==> src/hdl/bsca_pkg.sv <==
// Package for the buddy size-class allocator.
// Holds the transfer payload types, request and status codes, FSM states and
// the command and status structs between controller and datapath. No dependencies.
package bsca_pkg;

  typedef struct packed {
    logic [1:0] req_type;
    logic [2:0] heap_sel;
    logic [2:0] other_heap;
    logic [7:0] req_size;
    logic [2:0] load_class;
    logic [7:0] load_count;
  } req_t;

  typedef struct packed {
    logic [1:0] status;
    logic [2:0] grant_class;
    logic       did_split;
    logic [2:0] split_class;
  } rsp_t;

  typedef enum logic [1:0] {
    REQ_LOAD  = 2'd0,
    REQ_ALLOC = 2'd1,
    REQ_FREE  = 2'd2,
    REQ_MERGE = 2'd3
  } req_kind_t;

  typedef enum logic [1:0] {
    ST_OK       = 2'd0,
    ST_NO_FREE  = 2'd1,
    ST_BAD_SIZE = 2'd2,
    ST_BAD_HEAP = 2'd3
  } status_t;

  typedef enum logic [3:0] {
    S_CLEAR,
    S_IDLE,
    S_DECODE,
    S_RD,
    S_ALLOC_CHK,
    S_ALLOC_USED,
    S_ALLOC_FILL,
    S_FREE_CHK,
    S_MRG_DST,
    S_MRG_SRC,
    S_MRG_WR_DST,
    S_MRG_WR_SRC,
    S_DONE
  } state_t;

  typedef enum logic [1:0] {
    CLS_HOLD,
    CLS_K,
    CLS_ZERO,
    CLS_INC
  } cls_op_t;

  typedef enum logic [1:0] {
    HS_REQ,
    HS_OTHER,
    HS_NEXT
  } heap_src_t;

  typedef enum logic [1:0] {
    CS_WALK,
    CS_K,
    CS_LOAD
  } cls_src_t;

  typedef enum logic [2:0] {
    WV_ZERO,
    WV_ONE,
    WV_LOAD,
    WV_DEC,
    WV_INC,
    WV_INC_HOLD,
    WV_SUM
  } wval_t;

  typedef enum logic [1:0] {
    G_NONE,
    G_LOAD,
    G_K
  } gsel_t;

  typedef struct packed {
    logic      latch_req;
    logic      clr_wr;
    logic      k_load;
    cls_op_t   cls_op;
    logic      scls_load;
    logic      hold;
    heap_src_t rd_heap;
    heap_src_t wr_heap;
    cls_src_t  wr_cls;
    logic      free_wr;
    wval_t     free_val;
    logic      used_wr;
    wval_t     used_val;
    logic      nh_inc;
    logic      res_wr;
    status_t   res_status;
    gsel_t     res_gsel;
    logic      res_split;
    logic      out_load;
  } dp_cmd_t;

  typedef struct packed {
    req_kind_t req_type;
    logic      heap_ok;
    logic      merge_ok;
    logic      load_full;
    logic      lcls_ok;
    logic      lcls_last;
    logic      fit_ok;
    logic      exact_ok;
    logic      free_nz;
    logic      used_nz;
    logic      cls_last;
    logic      cls_is_k;
    logic      fill_last;
    logic      clr_last;
  } dp_stat_t;

endpackage

==> src/hdl/buddy_size_class_allocator_core.sv <==
// Buddy size-class allocator: per-heap free and used block counters per
// power-of-two size class, handling load, allocate, free and merge requests.
// One request is processed at a time, one response per request, and a request
// is taken while the previous response still waits in the output register.
// After reset a clearing pass zeroes both counter memories, one entry per cycle,
// over NUM_HEAPS rounded up to a power of two times NUM_CLASSES rounded up to a
// power of two entries (64 with default parameters); no request is taken until
// it is done. Load and any refused request are answered from the decode state;
// free reads and updates the counts of its class; allocate searches upward
// from the fitting class for a free block and, on a split, refills each class
// between the fitting class and the split one; merge walks every class. The
// counter walks go through single read and write ports of the free and used
// count memories. Uses bsca_pkg.
module buddy_size_class_allocator_core #(
  parameter int NUM_HEAPS      = 8,
  parameter int NUM_CLASSES    = 5,
  parameter int MIN_BLOCK_LOG2 = 2,
  parameter int COUNT_WIDTH    = 8
) (
  input  logic           clk,
  input  logic           rst,
  input  logic           req_valid,
  output logic           req_ready,
  input  bsca_pkg::req_t req_data,
  output logic           rsp_valid,
  input  logic           rsp_ready,
  output bsca_pkg::rsp_t rsp_data
);

  bsca_pkg::dp_cmd_t  cmd;
  bsca_pkg::dp_stat_t stat;

  bsca_ctrl u_ctrl (
    .clk       (clk),
    .rst       (rst),
    .req_valid (req_valid),
    .req_ready (req_ready),
    .rsp_valid (rsp_valid),
    .rsp_ready (rsp_ready),
    .stat      (stat),
    .cmd       (cmd)
  );

  bsca_dp #(
    .NUM_HEAPS      (NUM_HEAPS),
    .NUM_CLASSES    (NUM_CLASSES),
    .MIN_BLOCK_LOG2 (MIN_BLOCK_LOG2),
    .COUNT_WIDTH    (COUNT_WIDTH)
  ) u_dp (
    .clk      (clk),
    .rst      (rst),
    .req_data (req_data),
    .cmd      (cmd),
    .stat     (stat),
    .rsp_data (rsp_data)
  );

endmodule

==> src/hdl/bsca_ctrl.sv <==
// Controller FSM of the buddy size-class allocator.
// Sequences the counter memory walks and the result register; uses bsca_pkg.
module bsca_ctrl (
  input  logic               clk,
  input  logic               rst,
  input  logic               req_valid,
  output logic               req_ready,
  output logic               rsp_valid,
  input  logic               rsp_ready,
  input  bsca_pkg::dp_stat_t stat,
  output bsca_pkg::dp_cmd_t  cmd
);

  bsca_pkg::state_t state;
  bsca_pkg::state_t state_next;

  always_ff @(posedge clk) begin
    if (rst) begin
      state <= bsca_pkg::S_CLEAR;
    end else begin
      state <= state_next;
    end
  end

  always_ff @(posedge clk) begin
    if (rst) begin
      rsp_valid <= 1'b0;
    end else if (cmd.out_load) begin
      rsp_valid <= 1'b1;
    end else if (rsp_ready) begin
      rsp_valid <= 1'b0;
    end
  end

  always_comb begin
    state_next     = state;
    cmd            = '0;
    cmd.rd_heap    = bsca_pkg::HS_REQ;
    cmd.wr_heap    = bsca_pkg::HS_REQ;
    cmd.wr_cls     = bsca_pkg::CS_WALK;
    cmd.cls_op     = bsca_pkg::CLS_HOLD;
    cmd.free_val   = bsca_pkg::WV_ZERO;
    cmd.used_val   = bsca_pkg::WV_ZERO;
    cmd.res_status = bsca_pkg::ST_OK;
    cmd.res_gsel   = bsca_pkg::G_NONE;
    req_ready      = 1'b0;
    case (state)
      bsca_pkg::S_CLEAR: begin
        cmd.clr_wr = 1'b1;
        if (stat.clr_last) begin
          state_next = bsca_pkg::S_IDLE;
        end
      end
      bsca_pkg::S_IDLE: begin
        req_ready = 1'b1;
        if (req_valid) begin
          cmd.latch_req = 1'b1;
          state_next    = bsca_pkg::S_DECODE;
        end
      end
      bsca_pkg::S_DECODE: begin
        state_next = bsca_pkg::S_DONE;
        cmd.res_wr = 1'b1;
        case (stat.req_type)
          bsca_pkg::REQ_LOAD: begin
            if (stat.load_full) begin
              cmd.res_status = bsca_pkg::ST_BAD_HEAP;
            end else if (!stat.lcls_ok) begin
              cmd.res_status = bsca_pkg::ST_BAD_SIZE;
            end else begin
              cmd.free_wr  = 1'b1;
              cmd.wr_heap  = bsca_pkg::HS_NEXT;
              cmd.wr_cls   = bsca_pkg::CS_LOAD;
              cmd.free_val = bsca_pkg::WV_LOAD;
              cmd.nh_inc   = stat.lcls_last;
              cmd.res_gsel = bsca_pkg::G_LOAD;
            end
          end
          bsca_pkg::REQ_ALLOC: begin
            if (!stat.heap_ok) begin
              cmd.res_status = bsca_pkg::ST_BAD_HEAP;
            end else if (!stat.fit_ok) begin
              cmd.res_status = bsca_pkg::ST_BAD_SIZE;
            end else begin
              cmd.res_wr = 1'b0;
              cmd.k_load = 1'b1;
              cmd.cls_op = bsca_pkg::CLS_K;
              state_next = bsca_pkg::S_RD;
            end
          end
          bsca_pkg::REQ_FREE: begin
            if (!stat.heap_ok) begin
              cmd.res_status = bsca_pkg::ST_BAD_HEAP;
            end else if (!stat.exact_ok) begin
              cmd.res_status = bsca_pkg::ST_BAD_SIZE;
            end else begin
              cmd.res_wr = 1'b0;
              cmd.k_load = 1'b1;
              cmd.cls_op = bsca_pkg::CLS_K;
              state_next = bsca_pkg::S_RD;
            end
          end
          bsca_pkg::REQ_MERGE: begin
            if (!stat.merge_ok) begin
              cmd.res_status = bsca_pkg::ST_BAD_HEAP;
            end else begin
              cmd.res_wr = 1'b0;
              cmd.cls_op = bsca_pkg::CLS_ZERO;
              state_next = bsca_pkg::S_MRG_DST;
            end
          end
          default: ;
        endcase
      end
      bsca_pkg::S_RD: begin
        if (stat.req_type == bsca_pkg::REQ_FREE) begin
          state_next = bsca_pkg::S_FREE_CHK;
        end else begin
          state_next = bsca_pkg::S_ALLOC_CHK;
        end
      end
      bsca_pkg::S_ALLOC_CHK: begin
        cmd.hold = stat.cls_is_k;
        if (stat.free_nz) begin
          cmd.free_wr   = 1'b1;
          cmd.free_val  = bsca_pkg::WV_DEC;
          cmd.scls_load = 1'b1;
          cmd.res_wr    = 1'b1;
          cmd.res_gsel  = bsca_pkg::G_K;
          cmd.res_split = !stat.cls_is_k;
          state_next    = bsca_pkg::S_ALLOC_USED;
        end else if (stat.cls_last) begin
          cmd.res_wr     = 1'b1;
          cmd.res_status = bsca_pkg::ST_NO_FREE;
          cmd.res_gsel   = bsca_pkg::G_K;
          state_next     = bsca_pkg::S_DONE;
        end else begin
          cmd.cls_op = bsca_pkg::CLS_INC;
          state_next = bsca_pkg::S_RD;
        end
      end
      bsca_pkg::S_ALLOC_USED: begin
        cmd.used_wr  = 1'b1;
        cmd.wr_cls   = bsca_pkg::CS_K;
        cmd.used_val = bsca_pkg::WV_INC_HOLD;
        if (stat.cls_is_k) begin
          state_next = bsca_pkg::S_DONE;
        end else begin
          cmd.cls_op = bsca_pkg::CLS_K;
          state_next = bsca_pkg::S_ALLOC_FILL;
        end
      end
      bsca_pkg::S_ALLOC_FILL: begin
        cmd.free_wr  = 1'b1;
        cmd.free_val = bsca_pkg::WV_ONE;
        if (stat.fill_last) begin
          state_next = bsca_pkg::S_DONE;
        end else begin
          cmd.cls_op = bsca_pkg::CLS_INC;
        end
      end
      bsca_pkg::S_FREE_CHK: begin
        cmd.res_wr   = 1'b1;
        cmd.res_gsel = bsca_pkg::G_K;
        state_next   = bsca_pkg::S_DONE;
        if (!stat.used_nz) begin
          cmd.res_status = bsca_pkg::ST_BAD_SIZE;
        end else begin
          cmd.used_wr  = 1'b1;
          cmd.used_val = bsca_pkg::WV_DEC;
          cmd.free_wr  = 1'b1;
          cmd.free_val = bsca_pkg::WV_INC;
        end
      end
      bsca_pkg::S_MRG_DST: begin
        state_next = bsca_pkg::S_MRG_SRC;
      end
      bsca_pkg::S_MRG_SRC: begin
        cmd.rd_heap = bsca_pkg::HS_OTHER;
        cmd.hold    = 1'b1;
        state_next  = bsca_pkg::S_MRG_WR_DST;
      end
      bsca_pkg::S_MRG_WR_DST: begin
        cmd.free_wr  = 1'b1;
        cmd.used_wr  = 1'b1;
        cmd.free_val = bsca_pkg::WV_SUM;
        cmd.used_val = bsca_pkg::WV_SUM;
        state_next   = bsca_pkg::S_MRG_WR_SRC;
      end
      bsca_pkg::S_MRG_WR_SRC: begin
        cmd.free_wr = 1'b1;
        cmd.used_wr = 1'b1;
        cmd.wr_heap = bsca_pkg::HS_OTHER;
        if (stat.cls_last) begin
          cmd.res_wr = 1'b1;
          state_next = bsca_pkg::S_DONE;
        end else begin
          cmd.cls_op = bsca_pkg::CLS_INC;
          state_next = bsca_pkg::S_MRG_DST;
        end
      end
      bsca_pkg::S_DONE: begin
        if (!rsp_valid || rsp_ready) begin
          cmd.out_load = 1'b1;
          state_next   = bsca_pkg::S_IDLE;
        end
      end
      default: begin
        state_next = bsca_pkg::S_IDLE;
      end
    endcase
  end

  a_out_slot: assert property (@(posedge clk) disable iff (rst)
    cmd.out_load |-> (!rsp_valid || rsp_ready))
    else $error("result register overwritten while occupied");

  a_rsp_from_done: assert property (@(posedge clk) disable iff (rst)
    $rose(rsp_valid) |-> $past(state) == bsca_pkg::S_DONE)
    else $error("result raised outside completion");

  a_free_dec_nz: assert property (@(posedge clk) disable iff (rst)
    (cmd.free_wr && cmd.free_val == bsca_pkg::WV_DEC) |-> stat.free_nz)
    else $error("free count decremented at zero");

endmodule

==> src/hdl/bsca_dp.sv <==
// Datapath of the buddy size-class allocator.
// Free and used counter memories, class walk registers, heap bookkeeping and
// the result register; driven by bsca_ctrl commands, uses bsca_pkg.
module bsca_dp #(
  parameter int NUM_HEAPS      = 8,
  parameter int NUM_CLASSES    = 5,
  parameter int MIN_BLOCK_LOG2 = 2,
  parameter int COUNT_WIDTH    = 8
) (
  input  logic               clk,
  input  logic               rst,
  input  bsca_pkg::req_t     req_data,
  input  bsca_pkg::dp_cmd_t  cmd,
  output bsca_pkg::dp_stat_t stat,
  output bsca_pkg::rsp_t     rsp_data
);

  localparam int NHW   = $clog2(NUM_HEAPS + 1);
  localparam int HW    = (NUM_HEAPS > 1) ? $clog2(NUM_HEAPS) : 1;
  localparam int CW    = (NUM_CLASSES > 1) ? $clog2(NUM_CLASSES) : 1;
  localparam int AW    = HW + CW;
  localparam int DEPTH = 1 << AW;
  localparam int IXW   = (NHW > 3) ? NHW : 3;

  bsca_pkg::req_t         req;
  bsca_pkg::rsp_t         wres;
  logic [NHW-1:0]         next_heap;
  logic [AW-1:0]          clr_cnt;
  logic [CW-1:0]          cls;
  logic [CW-1:0]          kcls;
  logic [CW-1:0]          scls;
  logic [COUNT_WIDTH-1:0] hold_free;
  logic [COUNT_WIDTH-1:0] hold_used;
  logic [COUNT_WIDTH-1:0] free_q;
  logic [COUNT_WIDTH-1:0] used_q;
  logic [COUNT_WIDTH-1:0] free_mem [DEPTH];
  logic [COUNT_WIDTH-1:0] used_mem [DEPTH];

  logic [IXW-1:0]         hs_ix;
  logic [IXW-1:0]         ho_ix;
  logic [IXW-1:0]         nh_ix;
  logic [4:0]             lcls5;
  logic [31:0]            size32;
  logic [32:0]            lcnt33;
  logic [COUNT_WIDTH-1:0] lcnt_sat;
  logic                   fit_ok;
  logic                   exact_ok;
  logic [CW-1:0]          fit_k;
  logic [CW-1:0]          exact_k;
  logic [HW-1:0]          rheap;
  logic [HW-1:0]          wheap;
  logic [CW-1:0]          wcls;
  logic [AW-1:0]          raddr;
  logic [AW-1:0]          waddr;
  logic                   free_we;
  logic                   used_we;
  logic [COUNT_WIDTH-1:0] free_wdata;
  logic [COUNT_WIDTH-1:0] used_wdata;
  logic [2:0]             gcls;

  function automatic logic [COUNT_WIDTH-1:0] wval(
    input bsca_pkg::wval_t        op,
    input logic [COUNT_WIDTH-1:0] q,
    input logic [COUNT_WIDTH-1:0] hold,
    input logic [COUNT_WIDTH-1:0] load
  );
    logic [COUNT_WIDTH:0]   sum;
    logic [COUNT_WIDTH-1:0] v;
    sum = {1'b0, hold} + {1'b0, q};
    case (op)
      bsca_pkg::WV_ZERO:     v = '0;
      bsca_pkg::WV_ONE:      v = COUNT_WIDTH'(1);
      bsca_pkg::WV_LOAD:     v = load;
      bsca_pkg::WV_DEC:      v = q - COUNT_WIDTH'(1);
      bsca_pkg::WV_INC:      v = (&q) ? q : q + COUNT_WIDTH'(1);
      bsca_pkg::WV_INC_HOLD: v = (&hold) ? hold : hold + COUNT_WIDTH'(1);
      bsca_pkg::WV_SUM:      v = sum[COUNT_WIDTH] ? '1 : sum[COUNT_WIDTH-1:0];
      default:               v = '0;
    endcase
    return v;
  endfunction

  always_comb begin
    hs_ix  = IXW'(req.heap_sel);
    ho_ix  = IXW'(req.other_heap);
    nh_ix  = IXW'(next_heap);
    lcls5  = 5'(req.load_class);
    size32 = 32'(req.req_size);
    lcnt33 = 33'(req.load_count);
    lcnt_sat = (lcnt33 > ((33'd1 << COUNT_WIDTH) - 33'd1)) ? '1
                                                          : COUNT_WIDTH'(req.load_count);
  end

  always_comb begin
    fit_ok   = 1'b0;
    exact_ok = 1'b0;
    fit_k    = '0;
    exact_k  = '0;
    for (int c = 0; c < NUM_CLASSES; c++) begin
      if (!fit_ok && (size32 <= (32'd1 << (MIN_BLOCK_LOG2 + c)))) begin
        fit_ok = 1'b1;
        fit_k  = CW'(c);
      end
      if (size32 == (32'd1 << (MIN_BLOCK_LOG2 + c))) begin
        exact_ok = 1'b1;
        exact_k  = CW'(c);
      end
    end
  end

  always_comb begin
    case (cmd.rd_heap)
      bsca_pkg::HS_OTHER: rheap = ho_ix[HW-1:0];
      bsca_pkg::HS_NEXT:  rheap = nh_ix[HW-1:0];
      default:            rheap = hs_ix[HW-1:0];
    endcase
    case (cmd.wr_heap)
      bsca_pkg::HS_OTHER: wheap = ho_ix[HW-1:0];
      bsca_pkg::HS_NEXT:  wheap = nh_ix[HW-1:0];
      default:            wheap = hs_ix[HW-1:0];
    endcase
    case (cmd.wr_cls)
      bsca_pkg::CS_K:    wcls = kcls;
      bsca_pkg::CS_LOAD: wcls = lcls5[CW-1:0];
      default:           wcls = cls;
    endcase
    raddr      = {rheap, cls};
    waddr      = cmd.clr_wr ? clr_cnt : {wheap, wcls};
    free_we    = cmd.free_wr || cmd.clr_wr;
    used_we    = cmd.used_wr || cmd.clr_wr;
    free_wdata = cmd.clr_wr ? '0 : wval(cmd.free_val, free_q, hold_free, lcnt_sat);
    used_wdata = cmd.clr_wr ? '0 : wval(cmd.used_val, used_q, hold_used, lcnt_sat);
  end

  always_ff @(posedge clk) begin
    if (free_we) begin
      free_mem[waddr] <= free_wdata;
    end
    free_q <= free_mem[raddr];
  end

  always_ff @(posedge clk) begin
    if (used_we) begin
      used_mem[waddr] <= used_wdata;
    end
    used_q <= used_mem[raddr];
  end

  always_ff @(posedge clk) begin
    if (rst) begin
      next_heap <= '0;
      clr_cnt   <= '0;
    end else begin
      if (cmd.nh_inc) begin
        next_heap <= next_heap + NHW'(1);
      end
      if (cmd.clr_wr) begin
        clr_cnt <= clr_cnt + AW'(1);
      end
    end
  end

  always_ff @(posedge clk) begin
    if (cmd.latch_req) begin
      req <= req_data;
    end
    if (cmd.k_load) begin
      kcls <= (req.req_type == bsca_pkg::REQ_FREE) ? exact_k : fit_k;
    end
    case (cmd.cls_op)
      bsca_pkg::CLS_K:    cls <= (req.req_type == bsca_pkg::REQ_FREE) ? exact_k
                                 : (cmd.k_load ? fit_k : kcls);
      bsca_pkg::CLS_ZERO: cls <= '0;
      bsca_pkg::CLS_INC:  cls <= cls + CW'(1);
      default:            cls <= cls;
    endcase
    if (cmd.scls_load) begin
      scls <= cls;
    end
    if (cmd.hold) begin
      hold_free <= free_q;
      hold_used <= used_q;
    end
  end

  always_comb begin
    case (cmd.res_gsel)
      bsca_pkg::G_LOAD: gcls = req.load_class;
      bsca_pkg::G_K:    gcls = 3'(kcls);
      default:          gcls = '0;
    endcase
  end

  always_ff @(posedge clk) begin
    if (cmd.res_wr) begin
      wres.status      <= cmd.res_status;
      wres.grant_class <= gcls;
      wres.did_split   <= cmd.res_split;
      wres.split_class <= cmd.res_split ? 3'(cls) : 3'd0;
    end
    if (cmd.out_load) begin
      rsp_data <= wres;
    end
  end

  always_comb begin
    stat.req_type  = bsca_pkg::req_kind_t'(req.req_type);
    stat.heap_ok   = hs_ix < nh_ix;
    stat.merge_ok  = (hs_ix < nh_ix) && (ho_ix < nh_ix) && (req.heap_sel != req.other_heap);
    stat.load_full = next_heap >= NHW'(NUM_HEAPS);
    stat.lcls_ok   = lcls5 < 5'(NUM_CLASSES);
    stat.lcls_last = lcls5 == 5'(NUM_CLASSES - 1);
    stat.fit_ok    = fit_ok;
    stat.exact_ok  = exact_ok;
    stat.free_nz   = free_q != '0;
    stat.used_nz   = used_q != '0;
    stat.cls_last  = cls == CW'(NUM_CLASSES - 1);
    stat.cls_is_k  = cls == kcls;
    stat.fill_last = ({1'b0, cls} + (CW + 1)'(1)) == {1'b0, scls};
    stat.clr_last  = &clr_cnt;
  end

  a_heap_bound: assert property (@(posedge clk) disable iff (rst)
    next_heap <= NHW'(NUM_HEAPS))
    else $error("heap creation ran past the last heap");

  a_fill_below_split: assert property (@(posedge clk) disable iff (rst)
    (cmd.free_wr && cmd.free_val == bsca_pkg::WV_ONE) |-> (cls < scls && cls >= kcls))
    else $error("split fill outside the split range");

  a_used_dec_nz: assert property (@(posedge clk) disable iff (rst)
    (cmd.used_wr && cmd.used_val == bsca_pkg::WV_DEC) |-> used_q != '0)
    else $error("used count decremented at zero");

endmodule

==> config.mk <==
export PLATFORM = sky130hd
export DESIGN_NAME = buddy_size_class_allocator_core
export DESIGN_NICKNAME = d
export VERILOG_FILES = /design/src/hdl/bsca_pkg.sv /design/src/hdl/buddy_size_class_allocator_core.sv /design/src/hdl/bsca_ctrl.sv /design/src/hdl/bsca_dp.sv
export SDC_FILE = /design/constraint.sdc
export NUM_CORES = 1
export LEC_CHECK = 0
export BUFFER_PORTS_ARGS = -buffer_cell sky130_fd_sc_hd__buf_2
export CAP_MARGIN = 40
export CORE_MARGIN = 5
export CORE_UTILIZATION = 50
export CTS_CLUSTER_DIAMETER = 100
export CTS_CLUSTER_SIZE = 40
export DETAILED_ROUTE_END_ITERATION = 7
export PLACE_DENSITY = 0.76
export SLEW_MARGIN = 20
export SYNTH_ARGS = -nofsm -noshare
export SYNTH_HDL_FRONTEND = slang
export SYNTH_SLANG_ARGS = --single-unit
==> constraint.sdc <==
create_clock -name clk -period 7.2 [get_ports clk]
set_input_delay 0.36 -clock clk [delete_from_list [all_inputs] [get_ports clk]]
set_output_delay 0.36 -clock clk [all_outputs]
set_load 0.01 [all_outputs]
==> reports/metrics.cfg, run 1 <==
[logic_synthesis]
yosys.area.top_type = edfxtp_1
synth_cell_types = 65
synth_top_area_share_pct = 71.9
synth_warnings = 0
ys_top_cells_by_area = edfxtp_1, mux4_2, nor2_1
synthFlopType = edfxtp_1
synth_area_per_cell_um2 = 19.6
yosysSeqAreaShare_pct = 73.2
syn_inst = 2327
synth_edf_count = 1094
ys_ff_latch = 1125
async_flop_share_pct = 0
syn_area_um2 = 45700
syn_nets = 2401

[timing]
period_needed_ns = 5.74
drv_slew = 0
rsz0062_at_grt = no
setup_violations = 0
clock.fmax_ghz = 0.174
post-route-period-util_pct = 79.8
slew_headroom_pct = 36.5
setup_tns_ns = 0
hold_violations = 0
fin_skew_ns = 0.0353
tightest_slew_ns = 0.953

[route]
drtIter0Drc = 3731
wl_per_cell_um = 30.1
ant_nets = 0
finalWirelength_mm = 108
vias = 23700
viasPerCell = 6.61
drt-pass1-iter-count = 6
drc = 0

[cts]
clk_latency_ns = 0.64
post_cts_buffers = 0
cts_tree = done
cts_max_level = 2
clkTransAtPathRegs_ns = 0.12
cts_buffer_depth = 3
clkSinkCount = 1125
cts_root_buf = clkbuf_16
cts_made_buffers = 35

[die]
die_area_um2 = 97600
ioPinCount = 42
initial_core_util_pct = 50.5
die_h_um = 312
core_area_um2 = 90400
chipWidth_um = 312
rows = 110

[grt]
grt_remaining_overflow = 0
grt_antenna_before_repair = 0
grt_pass1_wl_mm = 157
first_global_vias = 22400
groute.usage.overall_pct = 21.6
grt_max_degree = 106

[final_layout]
antenna_cells = 0
drive_gt1_share_pct = 21.9
fin_nets = 2461
mostFrequentLayoutCells = edfxtp_1, mux4_2, nor2_1
final_common_cell = edfxtp_1
area_growth_pct = 8.09
finalInstanceArea_um2 = 49400

[setup_path]
r2r_cells = 11
path_max_fanout = 14
r2r_start = u_ctrl.state[1]$_SDFFE_PP0P_
cp-end-kind = flip-flop
r2r_end = u_dp.used_mem[38][0]$_DFFE_PP_
crit_arrival_ns = 6.00
worst_setup_path_start_kind = flip-flop
worstSetupPathType = reg2reg
worstPathRequired_ns = 7.46
rrSetupSlack_ns = 1.46

[job]
cap_violations = 0

[run_status]
status = finished, final reports clean

[min_path]
hold_depth = 3
hold_class = in2reg
holdPathEnd = u_ctrl.state[0]$_SDFFE_PP0P_
min_from = req_valid

[pwr]
p_leak_nw = 13.4
powerDensity_nw_per_um2 = 203
ir_drop_mv = 0.147

[placed_design]
gp_congestion = 0.967
place_hpwl_mm = 68.6
io_buffers = 41
placed_cell_area_um2 = 47900

[logic make-up after synthesis]
group                    share of synthesized area, %
adder cells (fa/ha/maj)                          1.21
buffers and inverters                            1.38
multiplexers                                     16.0
AO/OA/AOI/OAI                                    2.91
AND/OR/NAND/NOR                                  4.48
flip-flops                                       73.2
XOR/XNOR                                        0.766
[worst max-delay path, cell delays in order (launching register included)]
cell and delay, ns:
dfxtp_1 0.68, nand2b_1 0.25, nor3_1 0.70, and3_1 0.60
inv_1 0.15, ha_1 0.39, a221oi_1 0.25, nor3_1 0.08
a21oi_1 0.41, nor2b_1 0.75, nand2_1 0.50, nor2_1 0.62
[registers in the layout (all words and copies together), names as in the netlist, 2 cells and up]
signal	flops
u_dp.used_mem	512
u_dp.lcnt_sat	8
u_dp.rsp_data	9
u_dp.kcls	3
u_dp.ho_ix	3
u_dp.hs_ix	3
u_dp.used_q	8
u_dp.stat	2
u_ctrl.state	4
u_dp.req	8
u_dp.wres	9
u_dp.free_q	8
u_dp.cls	3
u_dp.free_mem	512
u_dp.scls	3
u_dp.next_heap	4
u_dp.hold_free	8
u_dp.lcls5	3
u_dp.clr_cnt	6
u_dp.hold_used	8
[layer usage]
metal,vias up,GRT usage [%],part of all wire [%]
li1,9550,-,-
met1,12300,32.4,39
met2,1706,34.8,48
met3,149,3.54,11
met4,0,3.73,2.2
met5,-,0,0
[through the flow]
stage          std cells  utilization (%)  hold slack, ns  setup WS (ns)  total power [mW]
2_1_floorplan       2327                -           0.400           1.77              7.31
3_3_place_gp        3466             52.4           0.407           1.71              7.37
3_5_place_dp        3492             53.0           0.405           1.52              7.38
5_1_grt             3577             54.6          0.0685           1.14              10.3
6_report            3577             54.6          0.0674           1.46              10.0
4_1_cts             3570             54.4          0.0342           1.47              10.0
[synthesized netlist by cell type, types with 17 or more instances]
cell         n
edfxtp_1  1094
mux4_2     320
nor2_1     199
nand2_1     84
clkbuf_1    66
o21ai_0     50
ha_1        41
inv_1       41
buf_2       34
a21oi_1     33
dfxtp_1     31
a211oi_1    25
nand3_1     25
a31oi_1     24
and2_1      23
xnor2_1     23
nor3_1      18
xor2_1      17
[what timing repair did]
item | 4_1_cts | 5_1_grt
hold buffers | 27 | 0
endpoints found under the hold margin | 27 | 0
resized for setup | 0 | 0
[worst max-delay path by stage]
| stage | to | cells past startpoint | slack [ns] | from |
|---|---|---|---|---|
| after floorplan | u_dp.free_mem[0][6]$_DFFE_PP_ | 10 | 1.77 | u_dp.free_q[0]$_DFF_P_ |
| after global placement | u_dp.used_mem[32][4]$_DFFE_PP_ | 11 | 1.71 | u_ctrl.state[1]$_SDFFE_PP0P_ |
| after detailed placement | u_dp.used_mem[39][0]$_DFFE_PP_ | 11 | 1.52 | u_ctrl.state[1]$_SDFFE_PP0P_ |
| after CTS | u_dp.used_mem[50][5]$_DFFE_PP_ | 11 | 1.47 | u_ctrl.state[1]$_SDFFE_PP0P_ |
| after global routing | u_dp.used_mem[50][5]$_DFFE_PP_ | 11 | 1.14 | u_ctrl.state[1]$_SDFFE_PP0P_ |
| final | u_dp.used_mem[38][0]$_DFFE_PP_ | 11 | 1.46 | u_ctrl.state[1]$_SDFFE_PP0P_ |
[power by group]
group / internal, mW / switching [mW]
Combinational: 0.0442 / 0.0795
Sequential: 7.11 / 0.0153
Clock: 0.965 / 1.82
Total: 8.12 / 1.91
[layout make-up]
type | instances | area (um2)
Multi-Input combinational cell | 1047 | 11800
Tap cell | 1176 | 1470
Inverter | 41 | 154
Fill cell | 6462 | 41000
Clock inverter | 9 | 119
Clock buffer | 42 | 923
Sequential cell | 1125 | 33500
Timing Repair Buffer | 137 | 1420
Power figures use the tool's default switching activity.
==> inputs of run 2 (changes only) <==
--- a/config.mk
+++ b/config.mk
@@ -5,6 +5,7 @@
 export SDC_FILE = /design/constraint.sdc
 export NUM_CORES = 1
 export LEC_CHECK = 0
+export ABC_AREA = 1
 export BUFFER_PORTS_ARGS = -buffer_cell sky130_fd_sc_hd__buf_2
 export CAP_MARGIN = 40
 export CORE_MARGIN = 5
==> constraint.sdc (replaced) <==
create_clock -name clk -period 5.9 [get_ports clk]
set_input_delay 0.295 -clock clk [delete_from_list [all_inputs] [get_ports clk]]
set_output_delay 0.295 -clock clk [all_outputs]
set_load 0.01 [all_outputs]
==> reports/metrics.cfg, run 2 <==
[run_status]
status = finished, final reports clean

[setup_path]
r2r_end = u_dp.used_mem[6][3]$_DFFE_PP_
worst_path_dominant_cell_family = simple AND/OR/NAND/NOR gates
slowest_stage = nor2_1
rrSetupSlack_ns = 1.35
cpPeakStageDelay_ns = 0.58
crit_arrival_ns = 4.87
cp-end-kind = flip-flop
worstSetupPathDepth = 16
path_max_fanout = 13
worstSetupPathType = reg2reg
r2r_cells = 16
r2r_start = u_ctrl.state[1]$_SDFFE_PP0P_
cp-startpoint = u_ctrl.state[1]$_SDFFE_PP0P_
crit_path_cell_trace = inv_1 > nor2_1 > inv_2 > nor2_2 > inv_1 > nor3_2 > buf_4 > inv_1 > ha_1 > a221oi_1 > o21ai_0 > o21ai_1 > inv_2 > nor2_2 > nand2_1 > nor2_1
worst_setup_path_start_kind = flip-flop
endpoint = u_dp.used_mem[6][3]$_DFFE_PP_
worstPathRequired_ns = 6.22
cp.buffers_inverters = 6
critPathMostFrequentCell = inv_1

[die]
ioPinCount = 42
die_h_um = 317
die_area_um2 = 100000
chipWidth_um = 317
core_area_um2 = 93500
initial_core_util_pct = 50.4
rows = 112

[final_layout]
antenna_cells = 0
drive_gt1_share_pct = 5.79
regArea_um2 = 33500
multi_input_area_um2 = 12200
finalInstanceArea_um2 = 50500
fillCellCount = 7629
area_growth_pct = 7.13
final_common_cell = edfxtp_1
top_regs = u_dp.free_mem: 512 flops, u_dp.used_mem: 512 flops
fin_nets = 3988
mostFrequentLayoutCells = edfxtp_1, nor2_1, o21ai_0

[logic_synthesis]
yosysSeqAreaShare_pct = 71.1
synth_edf_count = 1094
yosys.area.top_type = edfxtp_1
syn_area_um2 = 47100
async_flop_share_pct = 0
synth_common_cells = edfxtp_1, nor2_1, o21ai_0, o22ai_1, nand2_1
syn_nets = 4045
synth_warnings = 0
ys_ff_latch = 1125
synth_top_area_share_pct = 69.7
syn_inst = 3971
synth_area_per_cell_um2 = 11.9
ys_top_cells_by_area = edfxtp_1, o21ai_0, nor2_1
synth_cell_types = 50
synthFlopType = edfxtp_1
yosysMostFrequentCell = edfxtp_1

[cts]
cts_buffer_depth = 3
clk_latency_ns = 0.68
cts_tree = done
cts_root_buf = clkbuf_16
clkSinkCount = 1125
cts_max_level = 2
ctsResizeCount = 0
clkTransAtPathRegs_ns = 0.13
cts_made_buffers = 36

[timing]
drv_slew = 0
slew_headroom_pct = 38.8
fin_skew_ns = 0.0692
rsz0062_at_grt = no
clock.fmax_ghz = 0.220
setup_slack_ns = 1.35
post-route-period-util_pct = 77.1
setup_tns_ns = 0
hold_violations = 0
tightest_slew_ns = 0.917
period_needed_ns = 4.55
setup_violations = 0

[route]
wl_per_cell_um = 23.6
drt-pass1-iter-count = 6
drc = 0
viasPerCell = 6.16
vias = 32000
ant_nets = 0
finalWirelength_mm = 123
drtIter0Drc = 4495

[pwr]
p_comb_share_pct = 4.8
power_frac_seq_pct = 67.8
swShare_pct = 22.1
powerDensity_nw_per_um2 = 261
p_leak_nw = 15.4
internal-power_mw = 10.3
p_switching_mw = 2.92
ir_drop_mv = 0.271
clockPowerShare_pct = 27.4

[min_path]
hold_depth = 7
hold_class = in2reg

[grt]
grt_pass1_wl_mm = 181
first_global_vias = 30100
grt_remaining_overflow = 0
groute.usage.overall_pct = 23.6
grt_max_degree = 174
grt_antenna_before_repair = 1

[placed_design]
io_buffers = 41
gp_congestion = 0.927
place_hpwl_mm = 76.8
pre_cts_ws_ns = 1.24
placed_cell_area_um2 = 48700

[job]
cap_violations = 0

==> run 2: worst min-delay path by stage <==
stage                               startpoint  slack (ns)                            to
global placement    u_dp.wres[2]$_SDFFCE_PN0P_        0.40    u_dp.rsp_data[2]$_DFFE_PP_
finish                               req_valid        0.18  u_ctrl.state[0]$_SDFFE_PP0P_
global route                         req_valid        0.20  u_ctrl.state[0]$_SDFFE_PP0P_
floorplan                         req_data[19]        0.39       u_dp.ho_ix[0]$_DFFE_PP_
CTS                                  req_valid        0.15  u_ctrl.state[0]$_SDFFE_PP0P_
detailed placement      u_dp.wres[3]$_DFFE_PP_        0.41    u_dp.rsp_data[3]$_DFFE_PP_
==> run 2: cells by family (layout without fill, tap and decap cells) <==
kind of cell	Yosys count	after routing	share of synthesized area, %
XOR/XNOR	27	27	0.502
adder cells (fa/ha/maj)	43	43	1.17
AO/OA/AOI/OAI	1154	1154	13.3
AND/OR/NAND/NOR	1215	1215	10.4
flip-flops	1125	1125	71.1
buffers and inverters	407	372	3.60
==> run 2: area by class of cell <==
class,count,share of cell area (%)
clock inverters,10,0.352
inverters,170,1.30
well taps,1254,3.11
flip-flops and latches,1125,66.3
repair buffers,142,2.87
multi-input cells,2439,24.1
clock buffers,50,1.95
==> run 2: routing by layer <==
| metal | track usage, % | share of wire (%) | vias up |
|---|---|---|---|
| met5 | 0 | 0 | - |
| met3 | 3.55 | 10 | 286 |
| met4 | 9.61 | 4.4 | 0 |
| li1 | - | - | 14200 |
| met2 | 38.3 | 47 | 2127 |
| met1 | 32.5 | 38 | 15400 |
==> run 2: power groups by stage <==
stage	sequential (mW)	clock (mW)	combinational [mW]
after floorplan	9.08	0	0.377
after global placement	9.11	0	0.555
after detailed placement	9.12	0	0.579
after CTS	8.94	3.64	0.597
after global routing	8.96	3.90	0.673
final	8.94	3.62	0.632
==> run 2: timing repair <==
item,in CTS,in global routing
endpoints found under the hold margin,34,0
hold buffers,30,0
buffers inserted,0,0
==> run 2: worst register-to-register path: stages, from the launching register on <==
cell,delay (ns)
dfxtp_1,0.42
inv_1,0.06
nor2_1,0.15
inv_2,0.06
nor2_2,0.17
inv_1,0.14
nor3_2,0.16
buf_4,0.23
inv_1,0.09
ha_1,0.35
a221oi_1,0.21
o21ai_0,0.13
o21ai_1,0.48
inv_2,0.19
nor2_2,0.49
nand2_1,0.32
nor2_1,0.59
==> run 2: stage by stage <==
step | hold WS [ns] | cells | util (%) | power [mW]
finish | 0.177 | 5190 | 54.0 | 13.2
global route | 0.196 | 5190 | 54.0 | 13.5
CTS | 0.146 | 5177 | 53.7 | 13.2
detailed placement | 0.408 | 5087 | 52.1 | 9.70
global placement | 0.403 | 5077 | 51.9 | 9.67
floorplan | 0.394 | 3971 | - | 9.46
